===== src/nlms_ec_pkg.sv =====
// Shared types and constants for the NLMS echo canceller.
package nlms_ec_pkg;

    typedef struct packed {
        logic signed [15:0] mic_sample;
        logic signed [15:0] ref_sample;
        logic               chunk_end;
    } in_item_t;

    typedef struct packed {
        logic signed [15:0] clean_sample;
        logic               chunk_end_out;
    } out_item_t;

    localparam int CFG_IDX_W  = 2;
    localparam int CFG_DATA_W = 15;
    localparam int DELAY_W    = 13;
    localparam int Q15_W      = 15;

    localparam logic [CFG_IDX_W-1:0] CFG_ECHO_DELAY = 2'd0;
    localparam logic [CFG_IDX_W-1:0] CFG_STEP_SIZE  = 2'd1;
    localparam logic [CFG_IDX_W-1:0] CFG_SMOOTHING  = 2'd2;

    localparam logic [DELAY_W-1:0] DELAY_RESET  = 13'd320;
    localparam logic [Q15_W-1:0]   STEP_RESET   = 15'd4915;
    localparam logic [Q15_W-1:0]   SMOOTH_RESET = 15'd31130;

    localparam int EPS_Q30     = 107374;
    localparam int DT_BIAS_Q30 = 10737418;
    localparam int ONE_Q15     = 32768;

    // shared multiplier operand widths
    localparam int MUL_A_W = 44;
    localparam int MUL_B_W = 17;
    localparam int MUL_P_W = MUL_A_W + MUL_B_W;

    localparam int ACC_W = 64;
    // step numerator: |mu*e| << 29
    localparam int NUM_W = 59;

endpackage


===== src/nlms_ec_div.sv =====
// Restoring divider, one quotient bit per cycle.
module nlms_ec_div
    import nlms_ec_pkg::*;
#(
    parameter int DEN_W = 42
)
(
    input  logic             clk,
    input  logic             rst_n,
    input  logic             start,
    input  logic [NUM_W-1:0] num,
    input  logic [DEN_W-1:0] den,
    output logic             done,
    output logic [NUM_W-1:0] quo
);

    localparam int CNT_W = $clog2(NUM_W);

    logic [DEN_W-1:0] rem_reg;
    logic [NUM_W-1:0] quo_reg;
    logic [DEN_W-1:0] den_reg;
    logic [CNT_W-1:0] cnt_reg;
    logic             busy_reg;
    logic             done_reg;
    logic [DEN_W:0]   trial;
    logic             fits;

    assign trial = {rem_reg, quo_reg[NUM_W-1]};
    assign fits  = trial >= {1'b0, den_reg};

    always_ff @(posedge clk or negedge rst_n)
    begin
        if (!rst_n)
        begin
            busy_reg <= 1'b0;
            done_reg <= 1'b0;
            cnt_reg  <= '0;
        end
        else
        begin
            done_reg <= 1'b0;
            if (start)
            begin
                busy_reg <= 1'b1;
                cnt_reg  <= '0;
            end
            else if (busy_reg)
            begin
                cnt_reg <= cnt_reg + 1'b1;
                if (cnt_reg == CNT_W'(NUM_W - 1))
                begin
                    busy_reg <= 1'b0;
                    done_reg <= 1'b1;
                end
            end
        end
    end

    always_ff @(posedge clk)
    begin
        if (start)
        begin
            rem_reg <= '0;
            quo_reg <= num;
            den_reg <= den;
        end
        else if (busy_reg)
        begin
            rem_reg <= fits ? DEN_W'(trial - {1'b0, den_reg}) : trial[DEN_W-1:0];
            quo_reg <= {quo_reg[NUM_W-2:0], fits};
        end
    end

    assign done = done_reg;
    assign quo  = quo_reg;

endmodule


===== config.mk =====
export PLATFORM = sky130hd
export DESIGN_NAME = nlms_ec_div
export DESIGN_NICKNAME = d
export VERILOG_FILES = /design/src/nlms_ec_pkg.sv /design/src/nlms_ec_div.sv
export SDC_FILE = /design/constraint.sdc
export NUM_CORES = 1
export LEC_CHECK = 0
export BUFFER_PORTS_ARGS = -buffer_cell sky130_fd_sc_hd__buf_2
export CORE_ASPECT_RATIO = 1.2
export CORE_MARGIN = 5
export CORE_UTILIZATION = 49
export DETAILED_ROUTE_END_ITERATION = 8
export PLACE_DENSITY = 0.79
export SLEW_MARGIN = 15
export SYNTH_ARGS = -nofsm -noshare
export SYNTH_HDL_FRONTEND = slang
export SYNTH_SLANG_ARGS = --single-unit
export TNS_END_PERCENT = 20

===== constraint.sdc =====
create_clock -name clk -period 2.9 [get_ports clk]
set_input_delay 0.29 -clock clk [delete_from_list [all_inputs] [get_ports clk]]
set_output_delay 0.29 -clock clk [all_outputs]
set_load 0.01 [all_outputs]

==> results.toml <==
[die]
dieArea_um2 = 20300
start_util_pct = 49.5
die_y_um = 155
core-area_um2 = 17400
num_rows = 53
die_w_um = 131
io_pins = 164

[place]
place_ws_ps = -34.5
io_buffers = 163
placed_cells = 1209
gp_congestion = 0.880
dpl.hpwl_mm = 15.1

[flow_run]
cap_violations = 0

[worst_setup_path]
crit_slowest_cell = "a2111oi_4"
worstSetupPathType = "reg2reg"
crit_required_ps = 3250
crit_path_start_kind = "flip-flop"
crit_chain = "inv_1 -> ha_4 -> nand3_1 -> o21bai_4 -> a21boi_4 -> o21ai_4 -> a2111oi_4 -> o21ai_2 -> buf_4 -> buf_4 -> a21oi_1 -> a21oi_2 -> a211oi_1"
end_kind = "flip-flop"
crit_family = "compound AO/OA/AOI/OAI gates"
path_buf_inv = 3
r2r-start = "den_reg[3]$_DFFE_PP_"
crit_start = "den_reg[3]$_DFFE_PP_"
cp_common_cell = "buf_4"
crit_path_max_fanout = 5
cpPeakStageDelay_ps = 390
crit_arrival_ps = 3250

[synthesis]
synth_common_cells = "edfxtp_1, nand2_1, nor2_1, mux2_2, a21oi_1"
syn-num-nets = 975
synth_area_leaders = "edfxtp_1, dfxtp_1, mux2_2"
netlist.area_leader.share_pct = 35.3
synth.distinct_cells = 69
ys_seq_area_share_pct = 47.4
synth_ff_type = "edfxtp_1"
synth_edf_count = 101
async_flop_share_pct = 5.30
syn-cell-area_um2 = 8600
synth.avg_cell_area_um2 = 10.4
ys_warn_count = 0
ys_ff_latch = 151
synth_top_area_cell = "edfxtp_1"
yosysMostFrequentCell = "edfxtp_1"
syn_inst = 826

[grt]
track_usage_pct = 21.2
grt_overflow = 0
grt.busiest_layer = "met2"
grt_util_met2_pct = 35.4
grt_pass1_vias = 7153
use_met1_pct = 24.8
met3_usage_pct = 7.31
grt_max_degree = 93
antenna_found_initial = 0
grt_pass1_wl_mm = 34.4

[detailed_routing]
ant_nets = 0
routed_wirelength_mm = 22.1
vias = 7190
drt_iter0_markers = 464
drt-pass1-iter-count = 6
wl_per_cell_um = 17.6
routed_via_density = 5.73
drc = 0

[pwr]
total_power_mw = 10.0
cellPowerDensity_nw_per_um2 = 909
leakage_nw = 4.69
vdd_drop_max_uv = 644

[timing]
min_period_over_period_pct = 100
setup_violations = 1
rsz0062_at_grt = "yes"
max_slew_margin_pct = 38.7
hold_viol = 0
post-route-min-period_ps = 2900
worst_pin_slew_ps = 919
finalSetupTns_ps = -0.337
final_max_slew_viol_count = 0
fin_skew_ps = 11.1
timing.final.ws_setup_ps = -0.337
fmax_ghz = 0.345

[finish]
fin_cells = 1255
layout-drive-gt1-share_pct = 35.7
antenna-diode-count = 0
largest_register_ffs = 59
nNetsFinal = 1171
num-fill-cells = 1401
area_growth_pct = 28.0
fin_util_pct = 63.3

[clocking]
cts.sinks = 151
numCtsBuffers = 17
clockBufferDepth = 2
clk_latency_ps = 440
cts_root_buffer = "clkbuf_16"
htree_levels = 4
clk_pin_slew_ps = 70
cts_tree = "built"

[hold_path]
hp-class = "in2reg"
min_from = "den[36]"

[status]
violations = "setup timing"
status = "complete, but fails checks"
[cell usage in the layout, fill, tap and decap left out, types with 7 or more instances in the layout]
master and n:
buf_2 162, edfxtp_1 101, nand2_1 81, nor2_1 62
mux2_2 59, inv_1 50, a21oi_1 50, dfxtp_1 42
buf_4 39, ha_1 33, a311oi_1 28, o21ai_0 27
xnor2_1 25, clkbuf_16 20, a21o_1 17, nand3_1 13
nand2b_1 12, xor2_1 12, a211oi_1 10, o211ai_1 9
ha_4 9, nand4_1 8, and3_1 8, nand2_2 8
and2_1 7, o21bai_1 7, inv_8 7, dfrtp_1 7
[layer usage]
layer,routed length (um),up-vias
li1,-,3450
met1,8740,3399
met2,11000,299
met3,1820,42
met4,545,0
met5,0,-
[report_power, final]
group	internal (mW)	switching (mW)
Combinational	2.17	2.48
Clock	1.25	1.06
Sequential	2.72	0.324
[worst paths after layout]
kind,depth (start not counted),slack (ps),end
min in group asynchronous,2,230,cnt_reg[4]$_DFFE_PN0P_
max reg2reg,13,-0.3,rem_reg[17]$_SDFFE_PP0P_
max in group asynchronous,2,2470,busy_reg$_DFF_PN0_
max,13,-0.3,rem_reg[17]$_SDFFE_PP0P_
min,1,20,den_reg[36]$_DFFE_PP_
min reg2reg,2,500,rem_reg[20]$_SDFFE_PP0P_
[kinds of logic after synthesis]
group / share of synthesized area (%)
AOI/OAI and AO/OA: 17.5
xor gates and xnor gates: 3.77
adders and majority gates: 6.64
buffers and inverters: 4.58
DFF: 47.4
muxes: 8.08
and+or+nand+nor: 12.1
[repair_timing]
action                                  4_1_cts  5_1_grt
resized for setup                             5       64
setup buffers                                 0        8
endpoints found under the setup margin       29       43
cloned                                        0        5
endpoints found under the hold margin         8        0
hold buffers                                  1        0
pin swaps                                     0       36
[stage by stage]
step | instance area [um2] | hold slack, ps
after CTS | 10500 | 7.51
final | 11000 | 23.4
after global placement | 9830 | 150
after floorplan | 8600 | -5.59
after detailed placement | 9830 | 150
after global routing | 11000 | 8.26
[worst reg2reg max path, delay by kind of cell (launching register included)]
| family | cells | cell delay, ps |
|---|---|---|
| simple gates | 1 | 140 |
| buf+inv | 3 | 390 |
| fa+ha+maj | 1 | 300 |
| flops | 1 | 340 |
| compound gates | 8 | 1650 |
[area by class of cell]
type | instances | area (um2) | area share, %
clock buffers | 17 | 425 | 3.87
clock inverters | 15 | 193 | 1.75
inverters | 54 | 203 | 1.84
multi-input cells | 584 | 4490 | 40.8
flip-flops and latches | 151 | 4080 | 37.0
well taps | 220 | 275 | 2.50
repair buffers | 214 | 1340 | 12.2
Power figures use the tool's default switching activity.
