## src/nlms_ec_pkg.sv

```systemverilog
// Shared types and constants for the NLMS echo canceller.
package nlms_ec_pkg;

    typedef struct packed {
        logic signed [15:0] mic_sample;
        logic signed [15:0] ref_sample;
        logic               chunk_end;
    } in_item_t;

    typedef struct packed {
        logic signed [15:0] clean_sample;
        logic               chunk_end_out;
    } out_item_t;

    localparam int CFG_IDX_W  = 2;
    localparam int CFG_DATA_W = 15;
    localparam int DELAY_W    = 13;
    localparam int Q15_W      = 15;

    localparam logic [CFG_IDX_W-1:0] CFG_ECHO_DELAY = 2'd0;
    localparam logic [CFG_IDX_W-1:0] CFG_STEP_SIZE  = 2'd1;
    localparam logic [CFG_IDX_W-1:0] CFG_SMOOTHING  = 2'd2;

    localparam logic [DELAY_W-1:0] DELAY_RESET  = 13'd320;
    localparam logic [Q15_W-1:0]   STEP_RESET   = 15'd4915;
    localparam logic [Q15_W-1:0]   SMOOTH_RESET = 15'd31130;

    localparam int EPS_Q30     = 107374;
    localparam int DT_BIAS_Q30 = 10737418;
    localparam int ONE_Q15     = 32768;

    // shared multiplier operand widths
    localparam int MUL_A_W = 44;
    localparam int MUL_B_W = 17;
    localparam int MUL_P_W = MUL_A_W + MUL_B_W;

    localparam int ACC_W = 64;
    // step numerator: |mu*e| << 29
    localparam int NUM_W = 59;

endpackage

```

## src/nlms_ec_mul.sv

```systemverilog
// Shared signed multiplier with registered product.
module nlms_ec_mul
    import nlms_ec_pkg::*;
(
    input  logic                      clk,
    input  logic signed [MUL_A_W-1:0] a,
    input  logic signed [MUL_B_W-1:0] b,
    output logic signed [MUL_P_W-1:0] prod
);

    logic signed [MUL_P_W-1:0] prod_reg;

    always_ff @(posedge clk)
    begin
        prod_reg <= MUL_P_W'(a) * MUL_P_W'(b);
    end

    assign prod = prod_reg;

endmodule

```

## config.mk

```make
export PLATFORM = sky130hd
export DESIGN_NAME = nlms_ec_mul
export DESIGN_NICKNAME = d
export VERILOG_FILES = /design/src/nlms_ec_pkg.sv /design/src/nlms_ec_mul.sv
export SDC_FILE = /design/constraint.sdc
export NUM_CORES = 2
export LEC_CHECK = 0
export BUFFER_PORTS_ARGS = -buffer_cell sky130_fd_sc_hd__buf_2
export CELL_PAD_IN_SITES_DETAIL_PLACEMENT = 0
export CELL_PAD_IN_SITES_GLOBAL_PLACEMENT = 2
export CORE_ASPECT_RATIO = 0.75
export CORE_MARGIN = 5
export CORE_UTILIZATION = 41
export CTS_CLUSTER_DIAMETER = 60
export DETAILED_ROUTE_END_ITERATION = 10
export GPL_TIMING_DRIVEN = 0
export PLACE_DENSITY_LB_ADDON = 0.12
export SKIP_LAST_GASP = 1
export SLEW_MARGIN = 10
export SYNTH_ARGS = -nofsm -noshare
export SYNTH_HDL_FRONTEND = slang
export SYNTH_SLANG_ARGS = --single-unit
```

## constraint.sdc

```tcl
create_clock -name clk -period 8.4 [get_ports clk]
set_input_delay 1.68 -clock clk [delete_from_list [all_inputs] [get_ports clk]]
set_output_delay 1.68 -clock clk [all_outputs]
set_load 0.1 [all_outputs]
```

==> reports/summary.md <==
The flow ran to the end, and the final reports show no timing, DRC or antenna violations. The share of async-settable or async-resettable flops after synthesis is 0, and the fraction of layout cells with a size suffix above 1 is 0.0833. For the proportion of synthesized chip area in sequential cells, the log shows 0.0459. The total die area is 70200 um^2.

The count of buffers added on input and output ports is 110. The die height is 231 um. The number of global-route vias before repair is 22100, and the average vias per placed instance is 5.03.

The slew of the pin with the lowest slew margin came out at 1.02 ns. The worst setup path is launched from a primary input. 123 I/O pins were placed. The global-route wire length before repair is 138 mm.

The logs give 6 for the number of antenna violations at the first check in global routing and 80 for the number of core rows. The area growth from synthesis to layout is 8.03%. Summed over all layers, the global routing overflow is 0. The initial core utilization came out at 0.416.

The final count of pins violating max slew is 0. The number of DRC violations after detailed routing is 0, and the placed standard-cell area is 28200 um^2. The most critical setup path has its endpoint at prod[44]. After the last flow step, the layout net total stands at 3995. In this run the deepest clock path goes through 2 buffers.

The fraction of the cycle the final worst path needs came out at 0.989. Counting every net in the synthesized netlist gives 3880. For this block, the via count after detailed routing is 19900. Before CTS, the worst setup slack after placement is -1.37 ns. The worst setup path is captured at a flip-flop. The first TritonRoute pass finished after 5 iterations. The cell area that synthesis handed to floorplanning was 26600 um^2.

The tools report the post-route standard cell area excluding fillers as 28800 um^2. Each instance of the synthesized netlist takes up on average 8.94 um^2. Total CTS buffers: 9.

In this run the most critical hold path is launched from a[0]. Counting flops and latches in the post-synthesis netlist gives 61. Setup violations remaining at the end of the flow were counted as 0. For the global-route usage over all layers, the log shows 0.262. The number of flops mapped to enable cells by yosys is 0. Measured along the x axis, the die boundary spans 304 um.

Across all setup checks in the final design, the least slack found is 0.0923 ns. The largest total area in the synthesized netlist belongs to sky130_fd_sc_hd__fa_1. The filler cells instantiated in the layout total 6379.

The clock net in this run drives a total of 61 sinks. In this run the remaining antenna-violating nets after routing total 0. The global placement routability congestion came out at 0.929. The worst path needs 8.31 ns of the cycle, external delays included. The tools report the launch point of the critical path as b[15]. The detailed placement HPWL is 76.0 mm, and the number of synthesis warnings is 0. The logs give 2978 for the synthesized instance count and 120 MHz for the maximum achievable frequency. The cell type with the highest occurrence count on the critical path is sky130_fd_sc_hd__fa_1. TritonCTS built the clock tree.

The most common cell in the synthesized netlist is sky130_fd_sc_hd__inv_1. In this run the clock root is driven by a sky130_fd_sc_hd__clkbuf_16. The slowest stage of the critical path belongs to the cell sky130_fd_sc_hd__clkbuf_1. After synthesis, the most frequently instantiated cells are sky130_fd_sc_hd__inv_1 (779), sky130_fd_sc_hd__fa_1 (701), sky130_fd_sc_hd__nand2_1 (468). The count of max-cap constraint violations came out at 0.

Classification of the worst-slack hold path: in2reg. The logs give 64000 um^2 for the core region area and 20 for the pin count of the biggest net entering global routing. The register with the most flip-flops in the layout has 61 of them. Summed over all layers, the routed wires come to 88.1 mm.

The largest stage delay on the critical path is 0.62 ns. In the final routed layout, each cell accounts on average for 22.2 um. In the synthesized netlist the dominant register cell turns out to be sky130_fd_sc_hd__dfxtp_1.

The tools report the number of distinct library cells after synthesis as 66. Setup repair after global routing could not meet its margin everywhere. After the first detailed-routing iteration, the DRC count stood at 1410. Of all nets on the critical path, the largest fanout is 10.

The kind of critical path is in2reg. The H-tree generated during clock tree synthesis spans 3 levels. After clock tree synthesis, the clock-pin slew on the worst setup and hold paths is 0.06 ns. Walking the worst path, the cells encountered are buf_2, clkbuf_1, and2_1, fa_1, fa_1, fa_1, fa_1, fa_1, inv_1, fa_1, inv_1, ha_1, clkbuf_1, and4_1, a21oi_1, o21ai_1, and2_1, o21ai_0, nand3_1, a32oi_2, o221ai_1, xor2_1.

The fraction of post-synthesis cell area in the top cell type by area is 0.527. At the worst endpoint, the arrival time is 8.57 ns. The number of failing hold endpoints at the final stage was 0. By area the synthesized netlist is led by sky130_fd_sc_hd__fa_1 (53%), sky130_fd_sc_hd__inv_1 (11%), sky130_fd_sc_hd__nand2_1 (6.6%). The relative slew slack is 0.320, and the required time at the endpoint of the critical path is 8.67 ns. Total of hold buffers inserted after clock tree synthesis: 0.
[worst max-delay path: cells and delay by family]
kind                       cells  cell delay [ns]
adders and majority gates      7             3.24
AOI/OAI and AO/OA              5             1.32
buffers and inverters          5             1.23
and+or+nand+nor                4             0.93
xor gates and xnor gates       1             0.17
[per-stage QoR]
step            util  hold slack (ns)  std cells  setup TNS (ns)
3_5_place_dp   0.442             2.01       3949          -30.15
4_1_cts        0.448             1.59       3965         -0.0758
5_1_grt        0.449             1.62       3959          -0.131
3_3_place_gp   0.442             2.01       3949          -29.62
6_report       0.449             1.61       3962               0
2_1_floorplan      -             1.81       2978               0
[worst min-delay path by stage]
stage | endpoint | slack (ns) | cells after the start
finish | prod[0] | 1.61 | 2
global route | prod[0] | 1.62 | 2
CTS | prod[0] | 1.59 | 2
detailed placement | prod[0] | 2.01 | 2
global placement | prod[0] | 2.01 | 2
floorplan | prod[0] | 1.81 | 1
[cells in the final DEF, fill, tap and decap left out, types with 5 or more instances in the layout]
master,count
sky130_fd_sc_hd__a21o_1,26
sky130_fd_sc_hd__a21oi_1,56
sky130_fd_sc_hd__a21oi_2,7
sky130_fd_sc_hd__and2_1,280
sky130_fd_sc_hd__and3_1,8
sky130_fd_sc_hd__buf_2,121
sky130_fd_sc_hd__clkbuf_1,38
sky130_fd_sc_hd__clkbuf_16,9
sky130_fd_sc_hd__clkbuf_2,73
sky130_fd_sc_hd__clkbuf_4,8
sky130_fd_sc_hd__dfxtp_1,61
sky130_fd_sc_hd__fa_1,701
sky130_fd_sc_hd__ha_1,139
sky130_fd_sc_hd__inv_1,778
sky130_fd_sc_hd__nand2_1,468
sky130_fd_sc_hd__nand2b_1,13
sky130_fd_sc_hd__nand3_1,24
sky130_fd_sc_hd__nand4_1,6
sky130_fd_sc_hd__nor2_1,75
sky130_fd_sc_hd__nor2b_1,5
sky130_fd_sc_hd__nor3_1,10
sky130_fd_sc_hd__o211ai_1,6
sky130_fd_sc_hd__o21a_1,6
sky130_fd_sc_hd__o21ai_0,28
sky130_fd_sc_hd__o21ai_1,5
sky130_fd_sc_hd__o21bai_1,7
sky130_fd_sc_hd__xnor2_1,40
sky130_fd_sc_hd__xor2_1,17
[cell type report]
class,instances,area (um^2),share of cell area
clock buffers,13,270,0.00940
flip-flops and latches,61,1220,0.0425
diodes,3,7.51,0.000261
clock inverters,3,42.5,0.00148
plain buffers,132,649,0.0226
multi-input cells,1998,22000,0.765
inverters,779,2930,0.102
well taps,861,1080,0.0375
repair buffers,112,566,0.0197
[routing by layer]
metal	global-route usage	wire length, um	vias up
li1	-	-	8768
met1	0.377	39600	10400
met2	0.405	39000	626
met3	0.0620	7210	85
met4	0.0633	2200	0
met5	0	0	-
[logic make-up after synthesis]
family          after synthesis  share of synthesized area
fa+ha+maj                   840                      0.593
compound gates              184                     0.0472
buf+inv                     919                      0.130
simple gates                916                      0.165
flops                        61                     0.0459
xor+xnor                     57                     0.0188
mux                           1                   0.000423
[what timing repair did]
| action | CTS | global route |
|---|---|---|
| setup buffers | 1 | 1 |
| gates cloned | 0 | 0 |
| setup endpoints to repair | 35 | 21 |
| gates resized for setup | 54 | 120 |
| pin swaps | 1 | 2 |
Power is not shown: default switching activity piles up to over one toggle a cycle in this logic, so the estimate is an artifact.
